$ cat config.mk
export PLATFORM = sky130hd
export DESIGN_NAME = apc_passthrough_wrapper_core
export DESIGN_NICKNAME = d
export VERILOG_FILES = /design/src/hw/rtl/apc_pkg.sv /design/src/hw/rtl/apc_passthrough_wrapper_core.sv /design/src/hw/rtl/apc_front.sv /design/src/hw/rtl/apc_queue.sv /design/src/hw/rtl/apc_back.sv
export SDC_FILE = /design/constraint.sdc
export NUM_CORES = 1
export LEC_CHECK = 0
export ABC_CLOCK_PERIOD_IN_PS = 8900
export CAP_MARGIN = 15
export CORE_AREA = 8 8 79 81
export CTS_CLUSTER_SIZE = 16
export DETAILED_ROUTE_END_ITERATION = 16
export DIE_AREA = 0 0 87 89
export DONT_BUFFER_PORTS = 1
export HOLD_SLACK_MARGIN = 0.15
export PLACE_DENSITY = 0.9
export SYNTH_ARGS = -nofsm -noshare
export SYNTH_HDL_FRONTEND = slang
export SYNTH_SLANG_ARGS = --single-unit
export TNS_END_PERCENT = 20
$ cat constraint.sdc
create_clock -name clk -period 8.9 [get_ports clk]
set_input_delay 0 -clock clk [delete_from_list [all_inputs] [get_ports clk]]
set_output_delay 0 -clock clk [all_outputs]
set_load 0.02 [all_outputs]
$ cat src/hw/rtl/apc_pkg.sv
// shared types, codes and byte tables of the apc passthrough wrapper
package apc_pkg;

	localparam logic [7:0] ESC_CODE = 8'h1B;
	localparam logic [7:0] APC_MID  = 8'h5F;
	localparam logic [7:0] APC_LAST = 8'h47;
	localparam logic [7:0] ST_LAST  = 8'h5C;

	// default depth of the command queue between front and back
	localparam int QUEUE_DEPTH = 4;

	// sequence counter in the back end, wide enough for the opener
	localparam int SEQ_IDX_W = 4;
	localparam logic [SEQ_IDX_W-1:0] OPEN_LEN  = SEQ_IDX_W'(11);
	localparam logic [SEQ_IDX_W-1:0] CLOSE_LEN = SEQ_IDX_W'(3);

	// matcher phase
	typedef enum logic [2:0] {
		PH_IDLE,
		PH_ESC,
		PH_ESCU,
		PH_IN,
		PH_IN_ESC
	} phase_t;

	// command kinds handed from front to back
	typedef enum logic [1:0] {
		CMD_OPEN,
		CMD_BODY,
		CMD_CLOSE
	} cmd_kind_t;

	typedef struct packed {
		cmd_kind_t  kind;
		logic [7:0] data;
		logic       unterm;
	} cmd_t;

	// opener: prefix ESC P t m u x ; then ESC ESC _ G
	function automatic logic [7:0] open_byte(input logic [SEQ_IDX_W-1:0] idx);
		logic [7:0] b;
		case (idx)
			4'd0:    b = ESC_CODE;
			4'd1:    b = 8'h50;
			4'd2:    b = 8'h74;
			4'd3:    b = 8'h6D;
			4'd4:    b = 8'h75;
			4'd5:    b = 8'h78;
			4'd6:    b = 8'h3B;
			4'd7:    b = ESC_CODE;
			4'd8:    b = ESC_CODE;
			4'd9:    b = APC_MID;
			default: b = APC_LAST;
		endcase
		return b;
	endfunction

	// closer: the received backslash, then ESC backslash
	function automatic logic [7:0] close_byte(input logic [SEQ_IDX_W-1:0] idx);
		logic [7:0] b;
		case (idx)
			4'd1:    b = ESC_CODE;
			default: b = ST_LAST;
		endcase
		return b;
	endfunction

endpackage

$ cat src/hw/rtl/apc_passthrough_wrapper_core.sv
// top level of the apc passthrough wrapper
//
// Input channel in_valid/in_stall carries in_byte and in_end; output channel
// out_valid/out_stall carries out_byte, out_last and unterminated. A transfer
// happens on a rising edge with valid high and stall low.
// The front end matches ESC _ G ... ESC backslash sequences and drops bytes
// outside them; each byte inside a sequence becomes a command in a queue of
// QueueDepth entries. The back end turns each command into 1 to 11 output
// bytes at one byte per cycle while out_stall is low: 11 for the opener, 2
// for a doubled ESC, 3 for the closing backslash, 1 otherwise.
// The first result of an input is stored in the queue, then in the output
// register. Throughput: one input per cycle while out_stall is low and each
// input expands to at most one byte; longer expansions are set by the
// one-byte output register and back up into the queue, raising in_stall when
// it is full.
// out_last marks the last byte of each input; unterminated is set on it when
// in_end arrives inside an open sequence.
// Reset clears the matcher to idle and empties queue and output register.
// While out_stall is high a valid output payload holds and the queue fills.
module apc_passthrough_wrapper_core #(
	parameter int QueueDepth = apc_pkg::QUEUE_DEPTH
) (
	input  logic       clk,
	input  logic       arst_n,
	input  logic       in_valid,
	output logic       in_stall,
	input  logic [7:0] in_byte,
	input  logic       in_end,
	output logic       out_valid,
	input  logic       out_stall,
	output logic [7:0] out_byte,
	output logic       out_last,
	output logic       unterminated
);
	import apc_pkg::*;

	cmd_t push_cmd;
	cmd_t head;
	logic push;
	logic pop;
	logic empty;
	logic full;

	// matcher and classifier
	apc_front u_front (
		.clk      (clk),
		.arst_n   (arst_n),
		.in_valid (in_valid),
		.in_stall (in_stall),
		.in_byte  (in_byte),
		.in_end   (in_end),
		.full     (full),
		.push     (push),
		.push_cmd (push_cmd)
	);

	// command queue
	apc_queue #(
		.Depth (QueueDepth)
	) u_queue (
		.clk      (clk),
		.arst_n   (arst_n),
		.push     (push),
		.push_cmd (push_cmd),
		.pop      (pop),
		.head     (head),
		.empty    (empty),
		.full     (full)
	);

	// byte expander and output register
	apc_back u_back (
		.clk          (clk),
		.arst_n       (arst_n),
		.head         (head),
		.empty        (empty),
		.pop          (pop),
		.out_valid    (out_valid),
		.out_stall    (out_stall),
		.out_byte     (out_byte),
		.out_last     (out_last),
		.unterminated (unterminated)
	);

endmodule

$ cat src/hw/rtl/apc_front.sv
// front end: sequence matcher that turns input bytes into commands
module apc_front (
	input  logic          clk,
	input  logic          arst_n,
	input  logic          in_valid,
	output logic          in_stall,
	input  logic [7:0]    in_byte,
	input  logic          in_end,
	input  logic          full,
	output logic          push,
	output apc_pkg::cmd_t push_cmd
);
	import apc_pkg::*;

	phase_t phase_q;
	phase_t phase_next;
	logic   accept;
	logic   emit;

	// take a byte whenever the queue has room
	assign in_stall = full;
	assign accept   = in_valid & ~full;
	assign push     = accept & emit;

	// next phase
	always_comb begin
		phase_next = phase_q;
		unique case (phase_q)
			PH_ESC: begin
				if (in_byte == APC_MID) begin
					phase_next = PH_ESCU;
				end else if (in_byte != ESC_CODE) begin
					phase_next = PH_IDLE;
				end
			end
			PH_ESCU: begin
				if (in_byte == APC_LAST) begin
					phase_next = PH_IN;
				end else if (in_byte == ESC_CODE) begin
					phase_next = PH_ESC;
				end else begin
					phase_next = PH_IDLE;
				end
			end
			PH_IN: begin
				if (in_byte == ESC_CODE) begin
					phase_next = PH_IN_ESC;
				end
			end
			PH_IN_ESC: begin
				if (in_byte == ST_LAST) begin
					phase_next = PH_IDLE;
				end else if (in_byte != ESC_CODE) begin
					phase_next = PH_IN;
				end
			end
			default: begin
				phase_next = (in_byte == ESC_CODE) ? PH_ESC : PH_IDLE;
			end
		endcase
	end

	// command for the back end
	always_comb begin
		emit            = 1'b0;
		push_cmd.kind   = CMD_BODY;
		push_cmd.data   = in_byte;
		push_cmd.unterm = in_end;
		unique case (phase_q)
			PH_ESCU: begin
				if (in_byte == APC_LAST) begin
					emit          = 1'b1;
					push_cmd.kind = CMD_OPEN;
				end
			end
			PH_IN: begin
				emit = 1'b1;
			end
			PH_IN_ESC: begin
				emit = 1'b1;
				if (in_byte == ST_LAST) begin
					push_cmd.kind   = CMD_CLOSE;
					push_cmd.unterm = 1'b0;
				end
			end
			default: begin
				emit = 1'b0;
			end
		endcase
	end

	// phase register, end of stream forces idle
	always_ff @(posedge clk or negedge arst_n) begin
		if (!arst_n) begin
			phase_q <= PH_IDLE;
		end else if (accept) begin
			phase_q <= in_end ? PH_IDLE : phase_next;
		end
	end

endmodule

$ cat src/hw/rtl/apc_queue.sv
// command queue between front and back end
module apc_queue #(
	parameter int Depth = apc_pkg::QUEUE_DEPTH
) (
	input  logic          clk,
	input  logic          arst_n,
	input  logic          push,
	input  apc_pkg::cmd_t push_cmd,
	input  logic          pop,
	output apc_pkg::cmd_t head,
	output logic          empty,
	output logic          full
);
	import apc_pkg::*;

	localparam int PtrW = (Depth > 1) ? $clog2(Depth) : 1;
	localparam int CntW = $clog2(Depth + 1);

	cmd_t            entry_q [Depth];
	logic [PtrW-1:0] wr_ptr_q;
	logic [PtrW-1:0] rd_ptr_q;
	logic [CntW-1:0] count_q;

	assign empty = (count_q == '0);
	assign full  = (count_q == CntW'(Depth));
	assign head  = entry_q[rd_ptr_q];

	// entry storage
	always_ff @(posedge clk) begin
		if (push) begin
			entry_q[wr_ptr_q] <= push_cmd;
		end
	end

	// pointers and fill count
	always_ff @(posedge clk or negedge arst_n) begin
		if (!arst_n) begin
			wr_ptr_q <= '0;
			rd_ptr_q <= '0;
			count_q  <= '0;
		end else begin
			if (push) begin
				wr_ptr_q <= (wr_ptr_q == PtrW'(Depth - 1)) ? '0 : wr_ptr_q + 1'b1;
			end
			if (pop) begin
				rd_ptr_q <= (rd_ptr_q == PtrW'(Depth - 1)) ? '0 : rd_ptr_q + 1'b1;
			end
			case ({push, pop})
				2'b10:   count_q <= count_q + 1'b1;
				2'b01:   count_q <= count_q - 1'b1;
				default: count_q <= count_q;
			endcase
		end
	end

endmodule

$ cat src/hw/rtl/apc_back.sv
// back end: expands commands into output bytes, one per cycle unless stalled
module apc_back (
	input  logic          clk,
	input  logic          arst_n,
	input  apc_pkg::cmd_t head,
	input  logic          empty,
	output logic          pop,
	output logic          out_valid,
	input  logic          out_stall,
	output logic [7:0]    out_byte,
	output logic          out_last,
	output logic          unterminated
);
	import apc_pkg::*;

	logic [SEQ_IDX_W-1:0] idx_q;
	logic [SEQ_IDX_W-1:0] len;
	logic [7:0]           next_byte;
	logic                 last_byte;
	logic                 adv;
	logic                 out_valid_q;
	logic [7:0]           out_byte_q;
	logic                 out_last_q;
	logic                 unterm_q;

	// length and byte of the current step
	always_comb begin
		case (head.kind)
			CMD_OPEN: begin
				len       = OPEN_LEN;
				next_byte = open_byte(idx_q);
			end
			CMD_CLOSE: begin
				len       = CLOSE_LEN;
				next_byte = close_byte(idx_q);
			end
			default: begin
				len       = (head.data == ESC_CODE) ? SEQ_IDX_W'(2) : SEQ_IDX_W'(1);
				next_byte = head.data;
			end
		endcase
	end

	assign last_byte = (idx_q == len - 1'b1);
	assign adv       = ~empty & (~out_valid_q | ~out_stall);
	assign pop       = adv & last_byte;

	// step counter within a command
	always_ff @(posedge clk or negedge arst_n) begin
		if (!arst_n) begin
			idx_q <= '0;
		end else if (adv) begin
			idx_q <= last_byte ? '0 : idx_q + 1'b1;
		end
	end

	// output register valid
	always_ff @(posedge clk or negedge arst_n) begin
		if (!arst_n) begin
			out_valid_q <= 1'b0;
		end else if (adv) begin
			out_valid_q <= 1'b1;
		end else if (!out_stall) begin
			out_valid_q <= 1'b0;
		end
	end

	// output register payload
	always_ff @(posedge clk) begin
		if (adv) begin
			out_byte_q <= next_byte;
			out_last_q <= last_byte;
			unterm_q   <= last_byte & head.unterm;
		end
	end

	assign out_valid    = out_valid_q;
	assign out_byte     = out_byte_q;
	assign out_last     = out_last_q;
	assign unterminated = unterm_q;

endmodule

==> impl_results.md, run 1 <==
* Run status: completed
* Cell mode on critical path: xor2_1
* DRC errors left at 0
* Largest net degree at the start of global routing at 19
* Leading area contributor after synthesis: edfxtp_1
* CP endpoint kind: flip-flop
* Fin. max-slew vios at 0
* Full die area at 7740 µm²
* Synth top area cells: edfxtp_1 (50%), dfrtp_1 (12%), mux4_1 (5.6%)
* Crit-path cells: mux4_1, nand4bb_1, o31ai_1, and4bb_4, and2_4, ha_1, inv_1, fa_1, xor2_1, nor2_1, xor2_1
* Slowest-stage cell, CP: dfrtp_1
* Fin. Hold Viols at 0
* Detailed Route WL at 5.95 mm
* Clock power frac at 23.8%
* Main synth FF type: edfxtp_1
* Area Growth Syn to Fin at 11.0%
* Commonest non-fill, non-tap cell in the layout: edfxtp_1
* First-pass GRT wire length at 9.66 mm
* CTS tree: yes
* Sequential share of power at 50.5%
* Cell internal pwr at 0.660 mW
* Critical Path Fanout Max at 14
* Die W at 87 µm
* Fin cells at 326
* Fin crit share at 40.3%
* DRT antenna net count at 0
* Synthesized cell area at 3260 µm²
* Slew HR at 51.8%
* Layout cells sized above 1 at 10.9%
* HP Class: input pin to asynchronous set/reset pin
* Yosys reg bits at 69
* CP arrival at 3.84 ns
* Critical path required time at 9.16 ns
* Port Buffers at 0
* Fraction of registers with async set/reset at 21.7%
* CTS sink cnt at 69
* Antenna diode count at 0
* Cts repair resizes at 0
* # placed instances at 296
* CTS Buf Count at 9
* Routability congestion estimate from global placement at 0.798
* Floorplan core area at 4980 µm²
* Leak pwr at 1.33 nW
* IO Pins at 25
* Post-Route Utilization at 72.7%
* Seq/Total Area, Yosys at 61.3%
* Nets at 275
* Most frequent cells in the layout: edfxtp_1 (54), nor2_1 (20), inv_1 (18), nand2_1 (18), dfrtp_1 (15)
* Startpoint types: flip-flop
* Maximum VDD drop at 0.131 mV
* Grt ovf at 0
* Setup violations, final at 0
* Critical path's top delay family: simple AND/OR/NAND/NOR gates
* Yosys top cell area share at 49.8%
* Vias at 1953
* Post-Syn Instances at 233
* Clock slew at reported path FFs at 0.07 ns
* Syn_nets at 257
* PwrDens at 270 nW/µm²
* Worst hold slack at 0.166 ns
* Comb pwr share at 25.8%
* Wirelength per Cell at 18.3 µm
* Final Critical Period at 3.58 ns
* Vias in the first global route at 1969
* Avg Inst Size Synth at 14.0 µm²
* Clock skew at 0.00439 ns
* Post-DP HPWL at 4.10 mm
* Root buffer cell: clkbuf_8
* Fmax achieved at 279 MHz
* Sw power at 0.318 mW
* H-tree depth at 3
* Max Cap Viol at 0
* Switching portion of total power at 32.5%
* Post-synth EDFFs at 54
* Clock Path Buffers at 2
* Postcts setup bufs at 0
* RSZ-0062 raised after global routing: false
* Pre-antenna DRT Iters at 4
* Skew-Pair Late Insertion Delay at 0.33 ns
* Initial Util at 65.5%
* Vias per cell at 5.99
* Row Count at 26
* WS Path Type: flip-flop to flip-flop
* Initial DRC Count at 112
* DIE HEIGHT at 89 µm
* CP max stage delay at 0.80 ns
* Initial antenna violation count at 1
* Setup tns final at 0 ns
* Worst Path Buf+Inv at 1
* Yosys warns at 0
* Worst slew pin tran at 0.720 ns
* Total GRT Usage at 16.9%
* Post-synthesis cell type count at 47
-- state kept, by name, indices dropped and copies added, names as in the netlist, 2 cells and up --
register,cells
u_back.out_byte,8
u_queue.count_q,3
u_front.phase_q,3
u_back.idx_q,4
u_queue.rd_ptr_q,2
u_queue.entry_q,44
u_queue.wr_ptr_q,2
-- Yosys cell counts, types with 5 or more instances --
master / instances
ha_1: 10
dfrtp_1: 15
and2_1: 6
nand2_1: 18
nor3_1: 5
mux4_1: 7
a21oi_1: 8
o22ai_1: 5
inv_1: 18
nor2_1: 20
o21ai_0: 5
edfxtp_1: 54
-- through the flow --
stage | setup WS (ns) | area (µm²) | total power, mW
2_1_floorplan | 5.85 | 3260 | 0.695
3_3_place_gp | 5.49 | 3300 | 0.731
3_5_place_dp | 5.33 | 3300 | 0.742
4_1_cts | 5.35 | 3620 | 0.984
5_1_grt | 5.14 | 3620 | 1.03
6_report | 5.32 | 3620 | 0.978
-- area by class of cell --
cell class | instances | area [µm²]
Fill cell | 326 | 1360
Clock inverter | 2 | 35.0
Inverter | 18 | 67.6
Sequential cell | 69 | 2000
Tap cell | 70 | 87.6
Multi-Input combinational cell | 139 | 1150
Clock buffer | 14 | 143
Timing Repair Buffer | 14 | 140
-- worst paths after layout --
check                                                start  cells after the start  slack, ns                               to
setup / recovery           u_queue.rd_ptr_q[0]$_DFFE_PN0P_                     11       5.32   u_queue.count_q[2]$_DFFE_PN0P_
hold / removal                                      arst_n                      1       0.17  u_queue.wr_ptr_q[0]$_DFFE_PN0P_
setup reg to reg           u_queue.rd_ptr_q[0]$_DFFE_PN0P_                     11       5.32   u_queue.count_q[2]$_DFFE_PN0P_
hold reg to reg             u_queue.count_q[2]$_DFFE_PN0P_                      1       0.50   u_queue.count_q[2]$_DFFE_PN0P_
max in group asynchronous                           arst_n                      1       8.28      u_back.idx_q[2]$_DFFE_PN0P_
min in group clk                                in_byte[6]                      4       0.25   u_front.phase_q[1]$_DFFE_PN0P_
-- layer usage --
| layer | vias up | routed length, µm | track usage, % |
|---|---|---|---|
| li1 | 910 | - | - |
| met1 | 966 | 2530 | 20.0 |
| met2 | 63 | 2960 | 27.2 |
| met3 | 12 | 349 | 6.34 |
| met4 | 2 | 89 | 6.89 |
| met5 | - | 14 | 0 |
-- repair_timing --
item	4_1_cts	5_1_grt
endpoints found under the hold margin	66	0
setup endpoints to repair	0	0
hold buffers	14	0
-- logic make-up after synthesis --
group,after synthesis,share of synthesized area [%]
AOI/OAI and AO/OA,33,6.60
xor gates and xnor gates,5,1.34
adders and majority gates,11,4.45
buffers and inverters,25,3.53
DFF,69,61.3
muxes,17,10.6
and+or+nand+nor,73,12.2
-- power groups by stage --
stage | Combinational, mW | Sequential, mW | Clock (mW)
4_1_cts | 0.252 | 0.494 | 0.238
5_1_grt | 0.283 | 0.501 | 0.251
6_report | 0.252 | 0.494 | 0.232
2_1_floorplan | 0.236 | 0.459 | 0
3_5_place_dp | 0.242 | 0.501 | 0
3_3_place_gp | 0.234 | 0.498 | 0
Power figures use the tool's default switching activity.
==> run 2: changes to the inputs <==
ABC_AREA = 1   (was unset)
ABC_CLOCK_PERIOD_IN_PS = 3040   (was 8900)
CORE_AREA = 8 8 87 89   (was 8 8 79 81)
DIE_AREA = 0 0 95 97   (was 0 0 87 89)
PLACE_DENSITY = 0.81   (was 0.9)
clock period = 3.04 ns   (was 8.9 ns; I/O delays follow)
==> impl_results.md, run 2 <==
* Initial Util at 54.5% (-11 points)
* Crit-path cells: buf_6, nand2_1, nand3_1, nand2_2, inv_4, nand2_2, xor2_1, nor2_4, nand3_2, inv_1, ha_1, inv_1, fa_1, a21oi_1, o21ai_0, xor2_1
* Nets at 404 (+47%)
* Most numerous cell in the Yosys netlist: nand2_1
* Critical path required time at 3.27 ns (-5.89 ns)
* Main synth FF type: edfxtp_1
* Worst hold slack at 0.191 ns (+0.0251 ns)
* CP arrival at 3.00 ns (-0.84 ns)
* Worst R2R Path Depth at 16 (+5)
* Critical Path Fanout Max at 17 (+3)
* Avg Inst Size Synth at 9.60 µm² (-31%)
* Max reg flops at 44 (unchanged)
* Post-DP HPWL at 4.87 mm (+19%)
* Fraction of registers with async set/reset at 21.7% (unchanged)
* Leak pwr at 1.69 nW (+27%)
* H-tree depth at 3 (unchanged)
* Root buffer cell: clkbuf_8
* WS Path Type: flip-flop to flip-flop
* Row Count at 29 (+12%)
* Initial antenna violation count at 0 (-1)
* Final instance area at 3850 µm² (+6.5%)
* Worst Path Buf+Inv at 4 (+3)
* Fmax achieved at 361 MHz (+29%)
* IO Pins at 25 (unchanged)
* Setup tns final at 0 ns (unchanged)
* CTS tree: yes
* Most frequent cells in the layout: nand2_1 (93), inv_1 (55), edfxtp_1 (54), nand3_1 (34), nor2_1 (22)
* Port Buffers at 0 (unchanged)
* Syn_nets at 376 (+46%)
* Antenna diode count at 0 (unchanged)
* Critical path's top delay family: simple AND/OR/NAND/NOR gates
* CTS Buf Count at 9 (unchanged)
* Vias at 2512 (+29%)
* Largest net degree at the start of global routing at 22 (+3)
* Yosys top cell area share at 48.0% (-1.8 points)
* Max Cap Viol at 0 (unchanged)
* CP max stage delay at 0.46 ns (-0.34 ns)
* Total GRT Usage at 16.1% (-0.71 points)
* Final Critical Period at 2.77 ns (-0.813 ns)
* Clock Path Buffers at 2 (unchanged)
* Maximum VDD drop at 0.487 mV (+270%)
* Post-Syn Instances at 352 (+51%)
* Yosys reg bits at 69 (unchanged)
* Reg-to-Reg End: u_queue.count_q[2]$_DFFE_PN0P_
* Worst slew pin tran at 0.874 ns (+0.154 ns)
* Seq/Total Area, Yosys at 59.1% (-2.2 points)
* Post-synthesis cell type count at 34 (-28%)
* Post-DP Area at 3490 µm² (+5.7%)
* Post-synthesis compound-gate area fraction at 5.07% (-1.5 points)
* PwrDens at 885 nW/µm² (+230%)
* Die W at 95 µm (+9.2%)
* Synth top area cells: edfxtp_1 (48%), dfrtp_1 (11%), nand2_1 (10%)
* Startpoint types: flip-flop
* Largest family of logic cells by synthesized area: simple AND/OR/NAND/NOR gates
* Adder-cell share of the synthesized area at 4.29% (-0.16 points)
* Routability congestion estimate from global placement at 0.862 (+8.1%)
* Grt ovf at 0 (unchanged)
* DRC errors left at 0 (unchanged)
* Pre-antenna DRT Iters at 5 (+1)
* Place WS at 0.199 ns (-5.13 ns)
* Post-Route Utilization at 62.1% (-11 points)
* Reg2reg setup slack at 0.27 ns (-5.05 ns)
* First-pass GRT wire length at 11.6 mm (+20%)
* DIE HEIGHT at 97 µm (+9.0%)
* Initial DRC Count at 234 (+110%)
* Vias per cell at 5.44 (-9.2%)
* Setup violations, final at 0 (unchanged)
* Fillcell total at 465 (+43%)
* Worst Hold Path Cells at 8
* Detailed Route WL at 6.94 mm (+17%)
* Leading area contributor after synthesis: edfxtp_1
* Fin. Hold Viols at 0 (unchanged)
* Largest register by flop count: u_queue.entry_q
* Clock slew at reported path FFs at 0.08 ns (about the same)
* Floorplan core area at 6200 µm² (+25%)
* Commonest non-fill, non-tap cell in the layout: nand2_1
* Hold path endpoint: u_front.phase_q[0]$_DFFE_PN0P_
* Synth cell count leaders: nand2_1 (93), inv_1 (55), edfxtp_1 (54)
* Slowest-stage cell, CP: dfrtp_2
* CTS sink cnt at 69 (unchanged)
* Full die area at 9220 µm² (+19%)
* Wirelength per Cell at 15.0 µm (-18%)
* Post-synth EDFFs at 54 (unchanged)
* XOR/XNOR Fraction of Synth Area at 1.04% (-0.31 points)
* Fin. max-slew vios at 0 (unchanged)
* Yosys warns at 0 (unchanged)
* Skew-Pair Late Insertion Delay at 0.35 ns (+0.02 ns)
* Synthesized cell area at 3380 µm² (+3.7%)
* Layout cells sized above 1 at 10.4% (-0.55 points)
* HP Class: input pin to flip-flop
* Run status: completed
* Mux cell area share after synthesis at 0% (-11 points)
* Synth Area in Simple Gates at 22.3% (+10 points)
* Clock skew at 0.00919 ns (+0.00480 ns)
* Worst r2r src: u_queue.rd_ptr_q[0]$_DFFE_PN0P_
* Slew HR at 41.2% (-11 points)
* CP endpoint kind: flip-flop
* Final Worst Setup Slack at 0.269 ns (-5.05 ns)
* Area Growth Syn to Fin at 14.0%
* Fin crit share at 91.1% (+51 points)
* DRT antenna net count at 0 (unchanged)
* Vias in the first global route at 2440 (+24%)
* Hold_sp: in_byte[3]
[run 2: cell count changes after synthesis, moves of 5 or more]
cell,before,now
nand4_1,1,7
mux4_1,7,0
and2_1,6,0
a21oi_1,8,3
nand2_2,0,5
o21ai_0,5,19
inv_1,18,55
nand3_1,2,34
nand2_1,18,93
[run 2: power breakdown]
group / switching (mW) / internal, mW
clock: 0.370 / 0.386
combinational: 0.803 / 0.435
sequential: 0.204 / 1.21
[run 2: how the worst max path moves through the flow]
| stage | slack (ns) | to | depth (start not counted) | from |
|---|---|---|---|---|
| floorplan | 0.53 | u_queue.count_q[2]$_DFFE_PN0P_ | 18 | u_queue.rd_ptr_q[0]$_DFFE_PN0P_ |
| global placement | 0.33 | u_queue.count_q[2]$_DFFE_PN0P_ | 16 | u_queue.rd_ptr_q[0]$_DFFE_PN0P_ |
| detailed placement | 0.20 | u_queue.count_q[2]$_DFFE_PN0P_ | 16 | u_queue.rd_ptr_q[0]$_DFFE_PN0P_ |
| CTS | 0.21 | u_queue.count_q[2]$_DFFE_PN0P_ | 16 | u_queue.rd_ptr_q[0]$_DFFE_PN0P_ |
| global route | -0.004 | u_queue.count_q[2]$_DFFE_PN0P_ | 17 | u_queue.rd_ptr_q[0]$_DFFE_PN0P_ |
| finish | 0.27 | u_queue.count_q[2]$_DFFE_PN0P_ | 16 | u_queue.rd_ptr_q[0]$_DFFE_PN0P_ |
[run 2: cell families (layout without fill, tap and decap cells)]
group | after synthesis | in the layout
and+or+nand+nor | 172 | 172
DFF | 69 | 69
buffers and inverters | 66 | 99
AOI/OAI and AO/OA | 30 | 30
adders and majority gates | 11 | 11
xor gates and xnor gates | 4 | 4
[run 2: what timing repair did]
action,CTS,global route
hold endpoints to repair,67,0
setup buffers,0,2
hold buffers,14,0
endpoints found under the setup margin,0,1
gates resized for setup,0,5
[run 2: worst min-delay path, cell delays in order]
cell	delay, ns
nand2_1	0.04
nor2_1	0.04
nand4_1	0.09
inv_1	0.08
nand3_1	0.07
nand2_1	0.05
nand2_1	0.05
o21ai_0	0.07
[run 2: routing by layer]
metal	wire (µm)	track usage, %	up-vias	share of wire [%]
met5	0	0	-	0
met4	73	5.65	0	1.1
met3	387	5.72	9	5.6
met2	3510	26.2	88	51
met1	2970	19.1	1201	43
li1	-	-	1214	-
[run 2: stage by stage]
step,power [mW],std cells
after floorplan,2.35,352
after global placement,2.54,430
after detailed placement,2.59,430
after CTS,3.38,460
after global routing,3.68,462
final,3.41,462
[run 2: layout make-up]
class / count / area (µm²) / share of cell area (%)
Clock buffer: 10 / 128 / 3.31
Clock inverter: 6 / 71.3 / 1.85
Inverter: 58 / 228 / 5.91
Multi-Input combinational cell: 217 / 1110 / 28.7
Sequential cell: 69 / 2000 / 51.9
Tap cell: 77 / 96.3 / 2.50
Timing Repair Buffer: 25 / 226 / 5.88
